--- src/rtl/front_coded_string_decoder_core_assert.svh ---
// Assertion macros for the front-coded string decoder.
// Included by the top level; no other dependencies.
`ifndef FRONT_CODED_STRING_DECODER_CORE_ASSERT_SVH
`define FRONT_CODED_STRING_DECODER_CORE_ASSERT_SVH
`ifndef SYNTH
`define FCSD_ASSERT_IMP(lbl, ck, rn, ante, cons) \
    lbl: assert property (@(posedge ck) disable iff (!rn) (ante) |-> (cons)) \
        else $error("fcsd: implication check failed");
`define FCSD_ASSERT_NXT(lbl, ck, rn, ante, cons) \
    lbl: assert property (@(posedge ck) disable iff (!rn) (ante) |=> (cons)) \
        else $error("fcsd: next-cycle check failed");
`else
`define FCSD_ASSERT_IMP(lbl, ck, rn, ante, cons)
`define FCSD_ASSERT_NXT(lbl, ck, rn, ante, cons)
`endif
`endif

--- src/rtl/fcsd_pkg.sv ---
// Shared types and constants for the front-coded string decoder.
// No dependencies; used by every module of the block but fcsd_ram.
package fcsd_pkg;

    localparam int MAX_LEN = 64;
    localparam int ADDR_W  = $clog2(MAX_LEN);
    localparam int LEN_W   = 7;

    // Queue depths must be powers of two (pointers wrap freely).
    localparam int Q_DEPTH = 4;
    localparam int Q_PTR_W = $clog2(Q_DEPTH);
    localparam int Q_CNT_W = Q_PTR_W + 1;
    localparam int O_DEPTH = 4;
    localparam int O_PTR_W = $clog2(O_DEPTH);
    localparam int O_CNT_W = O_PTR_W + 1;

    typedef enum logic [1:0] {
        KIND_HEADER  = 2'd0,
        KIND_DATA    = 2'd1,
        KIND_RESTART = 2'd2
    } kind_t;

    typedef enum logic [1:0] {
        ERR_NONE   = 2'd0,
        ERR_PREFIX = 2'd1,
        ERR_LENGTH = 2'd2,
        ERR_STRAY  = 2'd3
    } err_t;

    typedef enum logic [1:0] {
        OP_ERROR  = 2'd0,
        OP_EMPTY  = 2'd1,
        OP_PREFIX = 2'd2,
        OP_BYTE   = 2'd3
    } op_t;

    typedef struct packed {
        op_t               op;
        logic [7:0]        data;
        logic [ADDR_W-1:0] addr;
        logic [LEN_W-1:0]  count;
        logic              last;
        logic [LEN_W-1:0]  total;
        err_t              err;
    } cmd_t;

    typedef struct packed {
        logic               full;
        logic               valid;
        logic [Q_CNT_W-1:0] count;
    } qstat_t;

    typedef struct packed {
        logic [7:0]       out_byte;
        logic             value_end;
        logic             empty_value;
        logic [LEN_W-1:0] value_length;
        err_t             error_code;
    } res_t;

endpackage

--- src/rtl/fcsd_ram.sv ---
// Generic single-write, single-read RAM with registered read data.
// No dependencies.
module fcsd_ram #(
    parameter int WIDTH = 8,
    parameter int DEPTH = 64
) (
    input  logic                     clk,
    input  logic                     we,
    input  logic [$clog2(DEPTH)-1:0] waddr,
    input  logic [WIDTH-1:0]         wdata,
    input  logic                     re,
    input  logic [$clog2(DEPTH)-1:0] raddr,
    output logic [WIDTH-1:0]         rdata
);
    logic [WIDTH-1:0] mem [DEPTH];

    always_ff @(posedge clk)
    begin
        if (we)
        begin
            mem[waddr] <= wdata;
        end
        if (re)
        begin
            rdata <= mem[raddr];
        end
    end
endmodule

--- src/rtl/fcsd_front.sv ---
// Front end: accepts input beats, checks them against the value state
// and turns them into commands for the back end. Depends on fcsd_pkg.
module fcsd_front (
    input  logic            clk,
    input  logic            rst_n,
    input  logic            push,
    output logic            full,
    input  logic [1:0]      kind,
    input  logic [15:0]     prefix_len,
    input  logic [15:0]     suffix_len,
    input  logic [7:0]      data_byte,
    input  fcsd_pkg::qstat_t q_stat,
    output logic            cmd_push,
    output fcsd_pkg::cmd_t  cmd
);
    import fcsd_pkg::*;

    logic [LEN_W-1:0] prev_len_reg, prev_len_next;
    logic [LEN_W-1:0] wpos_reg, wpos_next;
    logic [LEN_W-1:0] rem_reg, rem_next;
    logic [LEN_W-1:0] vlen_reg, vlen_next;
    logic             accept;
    logic             want_push;
    logic [16:0]      total;
    logic             prefix_bad;

    assign full       = q_stat.full;
    assign accept     = push && !q_stat.full;
    assign total      = {1'b0, prefix_len} + {1'b0, suffix_len};
    assign prefix_bad = prefix_len > {{(16-LEN_W){1'b0}}, prev_len_reg};
    assign cmd_push   = accept && want_push;

    always_comb
    begin
        prev_len_next = prev_len_reg;
        wpos_next     = wpos_reg;
        rem_next      = rem_reg;
        vlen_next     = vlen_reg;
        want_push     = 1'b0;
        cmd           = '0;
        cmd.op        = OP_ERROR;
        cmd.err       = ERR_NONE;
        case (kind)
            KIND_HEADER:
            begin
                want_push = 1'b1;
                if (rem_reg != '0)
                begin
                    cmd.err = ERR_STRAY;
                end
                else if (prefix_bad)
                begin
                    cmd.err = ERR_PREFIX;
                end
                else if (total > 17'(MAX_LEN))
                begin
                    cmd.err = ERR_LENGTH;
                end
                else if (total == '0)
                begin
                    cmd.op        = OP_EMPTY;
                    prev_len_next = '0;
                    wpos_next     = '0;
                    vlen_next     = '0;
                end
                else
                begin
                    // A header with no prefix emits nothing by itself.
                    want_push = (prefix_len != '0);
                    cmd.op    = OP_PREFIX;
                    cmd.count = prefix_len[LEN_W-1:0];
                    cmd.last  = (suffix_len == '0);
                    cmd.total = total[LEN_W-1:0];
                    wpos_next = prefix_len[LEN_W-1:0];
                    rem_next  = suffix_len[LEN_W-1:0];
                    vlen_next = total[LEN_W-1:0];
                    if (suffix_len == '0)
                    begin
                        prev_len_next = total[LEN_W-1:0];
                    end
                end
            end
            KIND_DATA:
            begin
                want_push = 1'b1;
                if (rem_reg == '0)
                begin
                    cmd.err = ERR_STRAY;
                end
                else
                begin
                    cmd.op    = OP_BYTE;
                    cmd.data  = data_byte;
                    cmd.addr  = wpos_reg[ADDR_W-1:0];
                    cmd.last  = (rem_reg == LEN_W'(1));
                    cmd.total = vlen_reg;
                    wpos_next = wpos_reg + 1'b1;
                    rem_next  = rem_reg - 1'b1;
                    if (rem_reg == LEN_W'(1))
                    begin
                        prev_len_next = vlen_reg;
                    end
                end
            end
            KIND_RESTART:
            begin
                prev_len_next = '0;
                wpos_next     = '0;
                rem_next      = '0;
                vlen_next     = '0;
            end
            default:
            begin
                want_push = 1'b0;
            end
        endcase
    end

    always_ff @(posedge clk or negedge rst_n)
    begin
        if (!rst_n)
        begin
            prev_len_reg <= '0;
            wpos_reg     <= '0;
            rem_reg      <= '0;
            vlen_reg     <= '0;
        end
        else if (accept)
        begin
            prev_len_reg <= prev_len_next;
            wpos_reg     <= wpos_next;
            rem_reg      <= rem_next;
            vlen_reg     <= vlen_next;
        end
    end
endmodule

--- src/rtl/fcsd_queue.sv ---
// Command queue between front and back end.
// Depends on fcsd_pkg.
module fcsd_queue (
    input  logic             clk,
    input  logic             rst_n,
    input  logic             push,
    input  fcsd_pkg::cmd_t   din,
    input  logic             pop,
    output fcsd_pkg::cmd_t   dout,
    output fcsd_pkg::qstat_t stat
);
    import fcsd_pkg::*;

    cmd_t               mem [Q_DEPTH];
    logic [Q_PTR_W-1:0] head_reg, head_next;
    logic [Q_PTR_W-1:0] tail_reg, tail_next;
    logic [Q_CNT_W-1:0] count_reg, count_next;
    logic               do_push;
    logic               do_pop;

    assign stat.full  = (count_reg == Q_CNT_W'(Q_DEPTH));
    assign stat.valid = (count_reg != '0);
    assign stat.count = count_reg;
    assign dout       = mem[head_reg];
    assign do_push    = push && !stat.full;
    assign do_pop     = pop && stat.valid;

    always_comb
    begin
        head_next  = do_pop  ? head_reg + 1'b1 : head_reg;
        tail_next  = do_push ? tail_reg + 1'b1 : tail_reg;
        count_next = count_reg;
        case ({do_push, do_pop})
            2'b10:   count_next = count_reg + 1'b1;
            2'b01:   count_next = count_reg - 1'b1;
            default: count_next = count_reg;
        endcase
    end

    always_ff @(posedge clk or negedge rst_n)
    begin
        if (!rst_n)
        begin
            head_reg  <= '0;
            tail_reg  <= '0;
            count_reg <= '0;
        end
        else
        begin
            head_reg  <= head_next;
            tail_reg  <= tail_next;
            count_reg <= count_next;
        end
    end

    always_ff @(posedge clk)
    begin
        if (do_push)
        begin
            mem[tail_reg] <= din;
        end
    end
endmodule

--- src/rtl/fcsd_back.sv ---
// Back end: executes commands against the value store and queues results.
// Depends on fcsd_pkg and fcsd_ram.
module fcsd_back (
    input  logic           clk,
    input  logic           rst_n,
    input  logic           cmd_valid,
    input  fcsd_pkg::cmd_t cmd,
    output logic           cmd_pop,
    output fcsd_pkg::res_t res,
    output logic           res_empty,
    input  logic           res_pop
);
    import fcsd_pkg::*;

    logic [ADDR_W-1:0]  idx_reg, idx_next;
    logic               s2_valid_reg;
    logic               s2_ram_reg;
    res_t               s2_res_reg, s2_res_next;
    logic [7:0]         ram_rdata;
    res_t               s2_out;
    res_t               omem [O_DEPTH];
    logic [O_PTR_W-1:0] ohead_reg, otail_reg;
    logic [O_CNT_W-1:0] ocount_reg, ocount_next;
    logic               room;
    logic               issue;
    logic               prefix_last;
    logic               is_prefix;
    logic               do_opop;

    // Count the beat in the read stage as taken so nothing overflows.
    assign room        = ({1'b0, ocount_reg} + {{O_CNT_W{1'b0}}, s2_valid_reg})
                         < (O_CNT_W + 1)'(O_DEPTH);
    assign issue       = cmd_valid && room;
    assign is_prefix   = (cmd.op == OP_PREFIX);
    assign prefix_last = ({1'b0, idx_reg} + 1'b1) == cmd.count;
    assign cmd_pop     = issue && (!is_prefix || prefix_last);

    fcsd_ram #(
        .WIDTH (8),
        .DEPTH (MAX_LEN)
    ) u_store (
        .clk   (clk),
        .we    (issue && (cmd.op == OP_BYTE)),
        .waddr (cmd.addr),
        .wdata (cmd.data),
        .re    (issue && is_prefix),
        .raddr (idx_reg),
        .rdata (ram_rdata)
    );

    always_comb
    begin
        s2_res_next            = '0;
        s2_res_next.error_code = ERR_NONE;
        idx_next               = idx_reg;
        case (cmd.op)
            OP_ERROR:
            begin
                s2_res_next.error_code = cmd.err;
            end
            OP_EMPTY:
            begin
                s2_res_next.value_end   = 1'b1;
                s2_res_next.empty_value = 1'b1;
            end
            OP_PREFIX:
            begin
                s2_res_next.value_end = prefix_last && cmd.last;
                if (prefix_last && cmd.last)
                begin
                    s2_res_next.value_length = cmd.total;
                end
                if (issue)
                begin
                    idx_next = prefix_last ? '0 : idx_reg + 1'b1;
                end
            end
            OP_BYTE:
            begin
                s2_res_next.out_byte  = cmd.data;
                s2_res_next.value_end = cmd.last;
                if (cmd.last)
                begin
                    s2_res_next.value_length = cmd.total;
                end
            end
            default:
            begin
                s2_res_next = '0;
            end
        endcase
    end

    always_comb
    begin
        s2_out = s2_res_reg;
        if (s2_ram_reg)
        begin
            s2_out.out_byte = ram_rdata;
        end
    end

    assign res_empty = (ocount_reg == '0);
    assign res       = omem[ohead_reg];
    assign do_opop   = res_pop && !res_empty;

    always_comb
    begin
        case ({s2_valid_reg, do_opop})
            2'b10:   ocount_next = ocount_reg + 1'b1;
            2'b01:   ocount_next = ocount_reg - 1'b1;
            default: ocount_next = ocount_reg;
        endcase
    end

    always_ff @(posedge clk or negedge rst_n)
    begin
        if (!rst_n)
        begin
            idx_reg      <= '0;
            s2_valid_reg <= 1'b0;
            s2_ram_reg   <= 1'b0;
            ohead_reg    <= '0;
            otail_reg    <= '0;
            ocount_reg   <= '0;
        end
        else
        begin
            idx_reg      <= idx_next;
            s2_valid_reg <= issue;
            s2_ram_reg   <= issue && is_prefix;
            ocount_reg   <= ocount_next;
            if (s2_valid_reg)
            begin
                otail_reg <= otail_reg + 1'b1;
            end
            if (do_opop)
            begin
                ohead_reg <= ohead_reg + 1'b1;
            end
        end
    end

    always_ff @(posedge clk)
    begin
        if (issue)
        begin
            s2_res_reg <= s2_res_next;
        end
        if (s2_valid_reg)
        begin
            omem[otail_reg] <= s2_out;
        end
    end
endmodule

--- src/rtl/front_coded_string_decoder_core.sv ---
// Top level of the front-coded string decoder.
// Depends on fcsd_pkg, fcsd_front, fcsd_queue, fcsd_back and the assert header.
//
//  channel  | handshake    | payload
//  ---------+--------------+--------------------------------------------------
//  input    | push / full  | kind, prefix_len, suffix_len, data_byte
//  result   | pop / empty  | out_byte, value_end, empty_value, value_length,
//           |              | error_code
//
// The front end turns each input beat into at most one command; the back end
// gives one result for a suffix byte, error or empty value and n results for
// an n-byte prefix, one store read each. Results pass the command queue, the
// read stage register and the result queue. Reset clears all control state; the
// value store needs no clearing pass. Input stalls when the four-entry command
// queue fills; the back end stalls when the four-entry result queue has no room.
`include "front_coded_string_decoder_core_assert.svh"

module front_coded_string_decoder_core (
    input  logic        clk,
    input  logic        rst_n,
    input  logic        push,
    output logic        full,
    input  logic [1:0]  kind,
    input  logic [15:0] prefix_len,
    input  logic [15:0] suffix_len,
    input  logic [7:0]  data_byte,
    output logic        empty,
    input  logic        pop,
    output logic [7:0]  out_byte,
    output logic        value_end,
    output logic        empty_value,
    output logic [6:0]  value_length,
    output logic [1:0]  error_code
);
    import fcsd_pkg::*;

    qstat_t q_stat;
    logic   cmd_push;
    cmd_t   cmd_in;
    cmd_t   cmd_head;
    logic   cmd_pop;
    res_t   res;

    // Classify each beat and track the value being built.
    fcsd_front u_front (
        .clk        (clk),
        .rst_n      (rst_n),
        .push       (push),
        .full       (full),
        .kind       (kind),
        .prefix_len (prefix_len),
        .suffix_len (suffix_len),
        .data_byte  (data_byte),
        .q_stat     (q_stat),
        .cmd_push   (cmd_push),
        .cmd        (cmd_in)
    );

    // Decouple acceptance from execution.
    fcsd_queue u_queue (
        .clk   (clk),
        .rst_n (rst_n),
        .push  (cmd_push),
        .din   (cmd_in),
        .pop   (cmd_pop),
        .dout  (cmd_head),
        .stat  (q_stat)
    );

    // Replay prefixes from the store, write suffix bytes, queue results.
    fcsd_back u_back (
        .clk       (clk),
        .rst_n     (rst_n),
        .cmd_valid (q_stat.valid),
        .cmd       (cmd_head),
        .cmd_pop   (cmd_pop),
        .res       (res),
        .res_empty (empty),
        .res_pop   (pop)
    );

    assign out_byte     = res.out_byte;
    assign value_end    = res.value_end;
    assign empty_value  = res.empty_value;
    assign value_length = res.value_length;
    assign error_code   = res.error_code;

    // A closing result never carries an error.
    `FCSD_ASSERT_IMP(a_end_no_error, clk, rst_n, !empty && value_end, error_code == ERR_NONE)
    // An empty value is a single closing result of length zero.
    `FCSD_ASSERT_IMP(a_empty_shape, clk, rst_n, !empty && empty_value,
                     value_end && (value_length == '0))
    // The front end only pushes when the command queue has room.
    `FCSD_ASSERT_IMP(a_no_queue_overrun, clk, rst_n, cmd_push, !q_stat.full)
    // A full command queue stays full until the back end takes a command.
    `FCSD_ASSERT_NXT(a_full_then_count, clk, rst_n, q_stat.full && !cmd_pop,
                     q_stat.full)
endmodule

--- config.mk ---
export PLATFORM = sky130hd
export DESIGN_NAME = front_coded_string_decoder_core
export DESIGN_NICKNAME = d
export VERILOG_FILES = /design/src/rtl/fcsd_pkg.sv /design/src/rtl/fcsd_ram.sv /design/src/rtl/fcsd_front.sv /design/src/rtl/fcsd_queue.sv /design/src/rtl/fcsd_back.sv /design/src/rtl/front_coded_string_decoder_core.sv
export VERILOG_INCLUDE_DIRS = /design/src /design/src/rtl
export SDC_FILE = /design/constraint.sdc
export NUM_CORES = 1
export LEC_CHECK = 0
export BUFFER_PORTS_ARGS = -buffer_cell sky130_fd_sc_hd__buf_4
export CORE_MARGIN = 2
export CORE_UTILIZATION = 45
export CTS_BUF_LIST = sky130_fd_sc_hd__clkbuf_16
export DETAILED_ROUTE_END_ITERATION = 6
export HOLD_SLACK_MARGIN = 0.05
export PLACE_DENSITY = 0.62
export SETUP_SLACK_MARGIN = 0.4
export SYNTH_ARGS = -nofsm -noshare
export SYNTH_HDL_FRONTEND = slang
export SYNTH_HIERARCHICAL = 1
export SYNTH_SLANG_ARGS = --single-unit
--- constraint.sdc ---
create_clock -name clk -period 10.1 [get_ports clk]
set_input_delay 0.505 -clock clk [delete_from_list [all_inputs] [get_ports clk]]
set_output_delay 0.505 -clock clk [all_outputs]
set_load 0.01 [all_outputs]
# --- After elaboration in Yosys (flattened, before gate mapping) ---
# Memory sizes are Yosys's and may differ from the RTL's. A register that Yosys moved wholly into a read port is not among the register bits.
# Index checks and enable logic that the tools add are counted.
word_totals:
  register_bits: 69
  ramBits: 720
  out_inout_bits: 21
  wordCells: 152
  n_memories: 3
op_classes:
  n_addsub: 14
  n_lt_le_gt_ge: 3
  eq_ne: 19
  mux: 63
  n_reduce_logical: 32
memory_table:
  columns: ["memory", "words", "width", "read_ports", "rd_ports_with_merged_regs", "wr", "line_no", "source"]
  rows:
  - ["u_back.u_store.mem", 64, 8, 1, 1, 1, "fcsd_ram.sv:15", "logic [WIDTH-1:0] mem [DEPTH];"]
  - ["u_queue.mem", 4, 33, 1, 0, 1, "fcsd_queue.sv:14", "cmd_t mem [Q_DEPTH];"]
  - ["u_back.omem", 4, 19, 1, 0, 1, "fcsd_back.sv:21", "res_t omem [O_DEPTH];"]
op_table:
  columns: ["cell", "n"]
  rows:
  - ["7-bit two-way mux", 24]
  - ["7-bit case mux with 3 select lines", 3]
  - ["15-bit two-way mux", 4]
  - ["7-bit case mux with 2 select lines", 2]
  - ["10-bit case mux with 2 select lines", 1]
  - ["16-bit by 16-bit adder with 17-bit output", 1]
  - ["17-bit by 7-bit > comparator with 1-bit output (second input constant)", 1]
  - ["17-bit logical NOT", 1]
  - ["16-bit by 7-bit > comparator with 1-bit output", 1]
  - ["16-bit logical NOT", 1]
  - ["16-bit two-way mux", 1]
  - ["2-bit two-way mux", 8]
  - ["8-bit two-way mux", 2]
  - ["16-bit nonzero test", 1]
  - ["14-bit two-way mux", 1]
  - ["3-bit case mux with 2 select lines", 2]
  - ["1-bit two-way mux", 11]
  - ["2-bit equality test (second input constant)", 5]
  - ["1-bit logical AND", 10]
  - ["2-bit != test (second input constant)", 5]
  - ["2-bit by 1-bit adder with 2-bit output (second input constant)", 4]
  - ["2-bit by 1-bit equality test with 1-bit output (second input constant)", 4]
  - ["8-bit AND reduction", 1]
  - ["6-bit by 1-bit adder with 7-bit output (second input constant)", 1]
  - ["other kinds (28)", 36]

# --- Longest topological paths before layout ---
logic_depth:
  depth_word: 11
  mapped_depth: 18

# --- Cells and area by module ---
# The synthesis kept the hierarchy.
modules_own_cells:
  columns: ["mod", "n_inst", "cells_per_inst", "area_each_um2"]
  rows:
  - ["fcsd_ram", 1, 940, 20246.9]
  - ["fcsd_queue", 1, 210, 5240.0]
  - ["fcsd_back", 1, 264, 4593.2]
  - ["fcsd_front", 1, 410, 3156.8]

# --- Worst setup path before layout ---
# OpenSTA, ideal clock, no wires.
synth_timing:
  path_type: "input to register"
  startpoint: "input port prefix_len[0]"
  endpoint: "memory u_queue/mem[0][0] (netlist bit), enable pin"
  setup_time_ps: 393
  t_arrival_ps: 4175
  path_slack_ps: 5531
  path_stages: 12
  n_path_buf: 0
  path_cell_list: "ha_1 > fa_1 > a21oi_1 > o211ai_2 > and4_1 > or3_1 > a21o_1 > nor4_1 > a21oi_1 > a21oi_1 > nor2b_2 > and2_1"
synth_between:
  elab_chain_cells: 11
  word_cells_on_any_way: 14
synth_lines:
  columns: ["item", "line_no", "source"]
  rows:
  - ["start, declared", "front_coded_string_decoder_core.sv:24", "input logic [15:0] prefix_len,"]
  - ["parallel branches: the longest is 4 deep, another holds 16-bit by 16-bit adder with 17-bit output", null, null]
  - ["1-bit two-way mux *", "fcsd_front.sv:51", "else if (prefix_bad)"]
  - ["1-bit two-way mux *", "fcsd_front.sv:47", "if (rem_reg != '0)"]
  - ["1-bit case mux with 2 select lines *", "fcsd_front.sv:43", "case (kind)"]
  - ["1-bit logical AND *", "fcsd_front.sv:31", "assign cmd_push = accept && want_push;"]
  - ["via cmd_push", "front_coded_string_decoder_core.sv:38", "logic cmd_push;"]
  - ["1-bit logical AND *", "fcsd_queue.sv:25", "assign do_push = push && !stat.full;"]
  - ["1-bit two-way mux *", "fcsd_queue.sv:58", "if (do_push)"]
  - ["1-bit two-way mux (not written as such) *", "fcsd_queue.sv:60", "mem[tail_reg] <= din;"]
  - ["end, declared", "fcsd_queue.sv:14", null]
# Mark *: on every way through the listed nets, which the timed path passes.

# --- Final worst setup path ---
layout_timing:
  startpoint: "input port prefix_len[0]"
  endpoint: "register u_queue.count_reg[2]"
layout_between:
  elab_chain_cells: 11
  word_cells_on_any_way: 16
layout_lines:
  columns: ["item", "line_no", "source"]
  rows:
  - ["parallel branches: the longest is 4 deep, another holds 16-bit by 16-bit adder with 17-bit output", null, null]
  - ["1-bit two-way mux *", "fcsd_front.sv:51", null]
  - ["1-bit two-way mux *", "fcsd_front.sv:47", null]
  - ["1-bit case mux with 2 select lines *", "fcsd_front.sv:43", null]
  - ["1-bit logical AND *", "fcsd_front.sv:31", null]
  - ["via cmd_push", "front_coded_string_decoder_core.sv:38", null]
  - ["1-bit logical AND *", "fcsd_queue.sv:25", null]
  - ["2-bit by 1-bit equality test with 1-bit output / 2-bit equality test (equally long branches)", "fcsd_queue.sv:33", "case ({do_push, do_pop})"]
  - ["3-bit case mux with 2 select lines / 2-bit nonzero test (equally long branches)", null, null]
  - ["end signal, assigned", "fcsd_queue.sv:52", "count_reg <= count_next;"]
  - ["end, declared", "fcsd_queue.sv:17", "logic [Q_CNT_W-1:0] count_reg, count_next;"]
# Marked as above.
# A chain may end at the register's enable or synchronous reset.

==> flow_metrics.tcl <==
set metrics [dict create \
    endpoint_kind "register" \
    skew_ps 22.55 \
    grt_pass1_wl_um 109400 \
    fin_util_pct 50.92 \
    synth-seq-cells 796 \
    die_h_um 275.8 \
    clk_pin_slew_ps 60 \
    yosysSeqAreaShare_pct 71.18 \
    grt_max_degree 120 \
    relSlewSlack_pct 18.95 \
    post_cts_buffers 0 \
    overflow 0 \
    core_area_mm2 0.07308 \
    rsz0062_at_grt "no" \
    crit_chain "buf_4 > ha_1 > fa_1 > a21oi_1 > o211ai_2 > and4_1 > or3_1 > a21o_1 > nor4_1 > a21oi_1 > a21oi_1 > nor2b_2 > inv_1 > ha_1 > inv_1 > fa_1 > xor2_1 > nor2_1 > xor2_1" \
    pre_cts_ws_ps 5113 \
    avgSynthCellArea_um2 18.22 \
    hold_viol 0 \
    hp-class "in2reg" \
    drive_gt1_share_pct 22.21 \
    numCtsBuffers 82 \
    hp-start "suffix_len[5]" \
    first_global_vias 17310 \
    crit_top_cell "a21oi_1" \
    postRouteAntennaNets 0 \
    num_rows 99 \
    gp_congestion 0.8851 \
    worst_ir_drop_vdd_uv 222.7 \
    synth_area_mm2 0.03324 \
    reg.largest.list "u_back/u_store/mem x512, u_queue/mem x132, u_back/omem x76" \
    critPathArrivalTime_ps 4910 \
    tns_ps 0 \
    drt-initial-drc-count 1522 \
    clock-root-buffer "clkbuf_16" \
    postLayoutCellArea_mm2 0.03721 \
    p_sw_share_pct 30.60 \
    htreeDepth 3 \
    maxCapViolCount 0 \
    top_register "u_back/u_store/mem" \
    post-dp-hpwl_um 44720 \
    first_pass_iters 7 \
    status "complete, but fails checks" \
    synthFlopType "edfxtp_1" \
    cts_max_path_buffers 3 \
    io_buffers 66 \
    worstPathMaxFanout 7 \
    r2r_end "u_queue/count_reg[2]" \
    timing.rr.start "u_queue/head_reg[0]" \
    antennaDiodeCount 0 \
    final_nets 2003 \
    netlist-cell-type-count 89 \
    pwr-share-comb_pct 27.1 \
    p_int_mw 7.090 \
    power.leakage_nw 12.36 \
    p_seq_share_pct 45.0 \
    fin_crit_sh_pct 43.62 \
    cp_slowest_stage_delay_ps 750 \
    pwr-share-clk_pct 28.0 \
    die_w_um 275.8 \
    antenna_found_initial 1 \
    synthToLayoutAreaGrowth_pct 11.96 \
    drc 3 \
    tightestPinTransition_ps 1203 \
    initial_core_util_pct 45.48 \
    p_switching_mw 3.127 \
    wl_um 72600 \
    num_vias 17170 \
    fin_ws_ps 5694 \
    wl_per_cell_um 24.69 \
    startpoint_type "primary input" \
    multi_input_area_mm2 0.008920 \
    synth_fp_nets 1914 \
    dieArea_mm2 0.07605 \
    timing.hold.ws_ps 220.1 \
    grt_usage_pct 19.36 \
    crit_type "in2reg" \
    tritoncts "yes" \
    reg2reg_setup_slack_ps 5700 \
    largest_reg_flops 512 \
    dpl_cell_area_mm2 0.03461 \
    viasPerCell 5.840 \
    finalCriticalPeriod_ps 4406 \
    finalSetupViolCount 0 \
    violations "DRC" \
    yosysWarnings 6 \
    required_ps 10610 \
    finalNonFillerCells 2940 \
    hold_depth 3 \
    hold_end "u_front/rem_reg[5]" \
    async_flop_share_pct 6.156 \
    num-fill-cells 5861 \
    worstRegToRegCells 14 \
    drv_slew 0 \
    synth-edff-count 747 \
    max_freq_mhz 227.0 \
    clock_latency_ps 630 \
    ff_latch_area_mm2 0.02367 \
    pin_count 67 \
    dp_cells 2787 \
    power_density_mw_per_mm2 274.6 \
    power_mw 10.22 \
    critPathSlowestCell "nor4_1" \
    netlist_instances 1824 \
    cts_num_sinks 796 \
]
cell families (layout without fill, tap and decap cells):
kind of cell	after synthesis	in the layout	synth area share, %
adder cells (fa/ha/maj)	44	44	1.724
flip-flops	796	796	71.18
buffers and inverters	121	278	1.984
AO/OA/AOI/OAI	209	209	4.502
multiplexers	237	237	13.99
XOR/XNOR	25	25	0.6588
AND/OR/NAND/NOR	392	392	5.963
layout make-up:
| class | count | area share (%) |
|---|---|---|
| repair buffers | 92 | 1.896 |
| inverters | 34 | 0.3430 |
| clock buffers | 85 | 5.716 |
| multi-input cells | 907 | 23.97 |
| flip-flops and latches | 796 | 63.61 |
| well taps | 959 | 3.225 |
| clock inverters | 67 | 1.234 |
synthesized netlist by cell type (4+ instances only):
cell type  number  area (um^2)
and3_1         20        125.1
a31oi_1         7        43.79
buf_4          15        112.6
clkbuf_1       33        123.9
edfxtp_1      747        22430
mux4_2        173         3896
a2111oi_0       4        35.03
nand3b_1        6        45.04
a211oi_1        4        30.03
buf_12          5        100.1
nand2_1        72        270.3
buf_2          22        110.1
o21a_1          8        60.06
o2111ai_1       5        43.79
mux4_1          5        131.4
a21o_1         11        82.58
o21ai_1         6        30.03
nor4_1          8        50.05
nand4_1         9        56.30
buf_1           5        18.77
a221oi_1        6        52.55
or3_1           6        37.54
xnor2_1        13        113.9
inv_1          34        127.6
ha_1           41        513.0
a22oi_1        10        75.07
nand3_1        29        145.1
nor2_1        120        450.4
nor2b_1        21        131.4
nand2b_1       13        81.33
xor2_1         12        105.1
o221ai_1        8        70.07
o2bb2ai_1       5        43.79
and2_1         35        219.0
o21ai_0        43        215.2
mux2i_1        34        340.3
nor3_1         28        140.1
o22ai_1        10        62.56
dfrtp_1        49         1226
mux2_2         25        281.5
a21oi_1        32        160.2
buf_6           5        56.30
o211ai_1        9        67.56
cell usage in the layout, fill, tap and decap left out, drive strengths merged, types with 8 or more instances in the layout:
cell type | synthesis | layout
edfxtp | 747 | 747
mux4 | 178 | 178
nor2 | 120 | 120
buf | 52 | 91
clkbuf | 35 | 85
nand2 | 72 | 72
inv | 34 | 56
o21ai | 51 | 51
dfrtp | 49 | 49
ha | 41 | 41
and2 | 35 | 35
mux2i | 34 | 34
clkinv | 0 | 34
a21oi | 33 | 33
nand3 | 30 | 30
nor3 | 28 | 28
mux2 | 25 | 25
nor2b | 22 | 22
and3 | 20 | 20
nand2b | 13 | 13
xnor2 | 13 | 13
xor2 | 12 | 12
a21o | 11 | 11
a22oi | 10 | 10
o22ai | 10 | 10
o211ai | 10 | 10
nor4 | 10 | 10
nand4 | 9 | 9
o221ai | 8 | 8
o21a | 8 | 8
how the worst max path moves through the flow:
stage / from / end / slack, ps / cells after the start
detailed placement: prefix_len[0] / u_queue/count_reg[2] / 5110 / 19
global route: prefix_len[0] / u_queue/count_reg[2] / 5270 / 19
floorplan: prefix_len[0] / u_queue/mem[0][0] / 5530 / 12
global placement: prefix_len[0] / u_queue/count_reg[2] / 5210 / 19
finish: prefix_len[0] / u_queue/count_reg[2] / 5690 / 19
CTS: u_queue/head_reg[0] / u_queue/count_reg[2] / 5610 / 14
power groups by stage:
stage	Combinational [mW]	Clock, mW	Sequential (mW)
after floorplan	2.01	0	4.52
after global placement	2.75	0	4.65
after detailed placement	2.81	0	4.67
after CTS	2.82	2.93	4.60
after global routing	3.01	3.06	4.63
final	2.76	2.86	4.59
worst max-delay path: cells and delay by family:
kind	cells	cell delay, ps
AOI/OAI and AO/OA	5	1080
adders and majority gates	4	1060
buffers and inverters	3	270
xor gates and xnor gates	2	290
and+or+nand+nor	5	1700
per-layer routing:
metal,vias up,track usage (%),routed length (um)
li1,7555,-,-
met1,8979,28.01,32180
met2,539,30.38,34650
met3,96,3.045,4039
met4,0,6.140,1724
met5,-,0,0
timing repair:
item | CTS | global route
resized for setup | 0 | 0
endpoints found under the hold margin | 49 | 0
hold buffers | 1 | 0
Note: power is estimated with default switching activity, not from simulation.
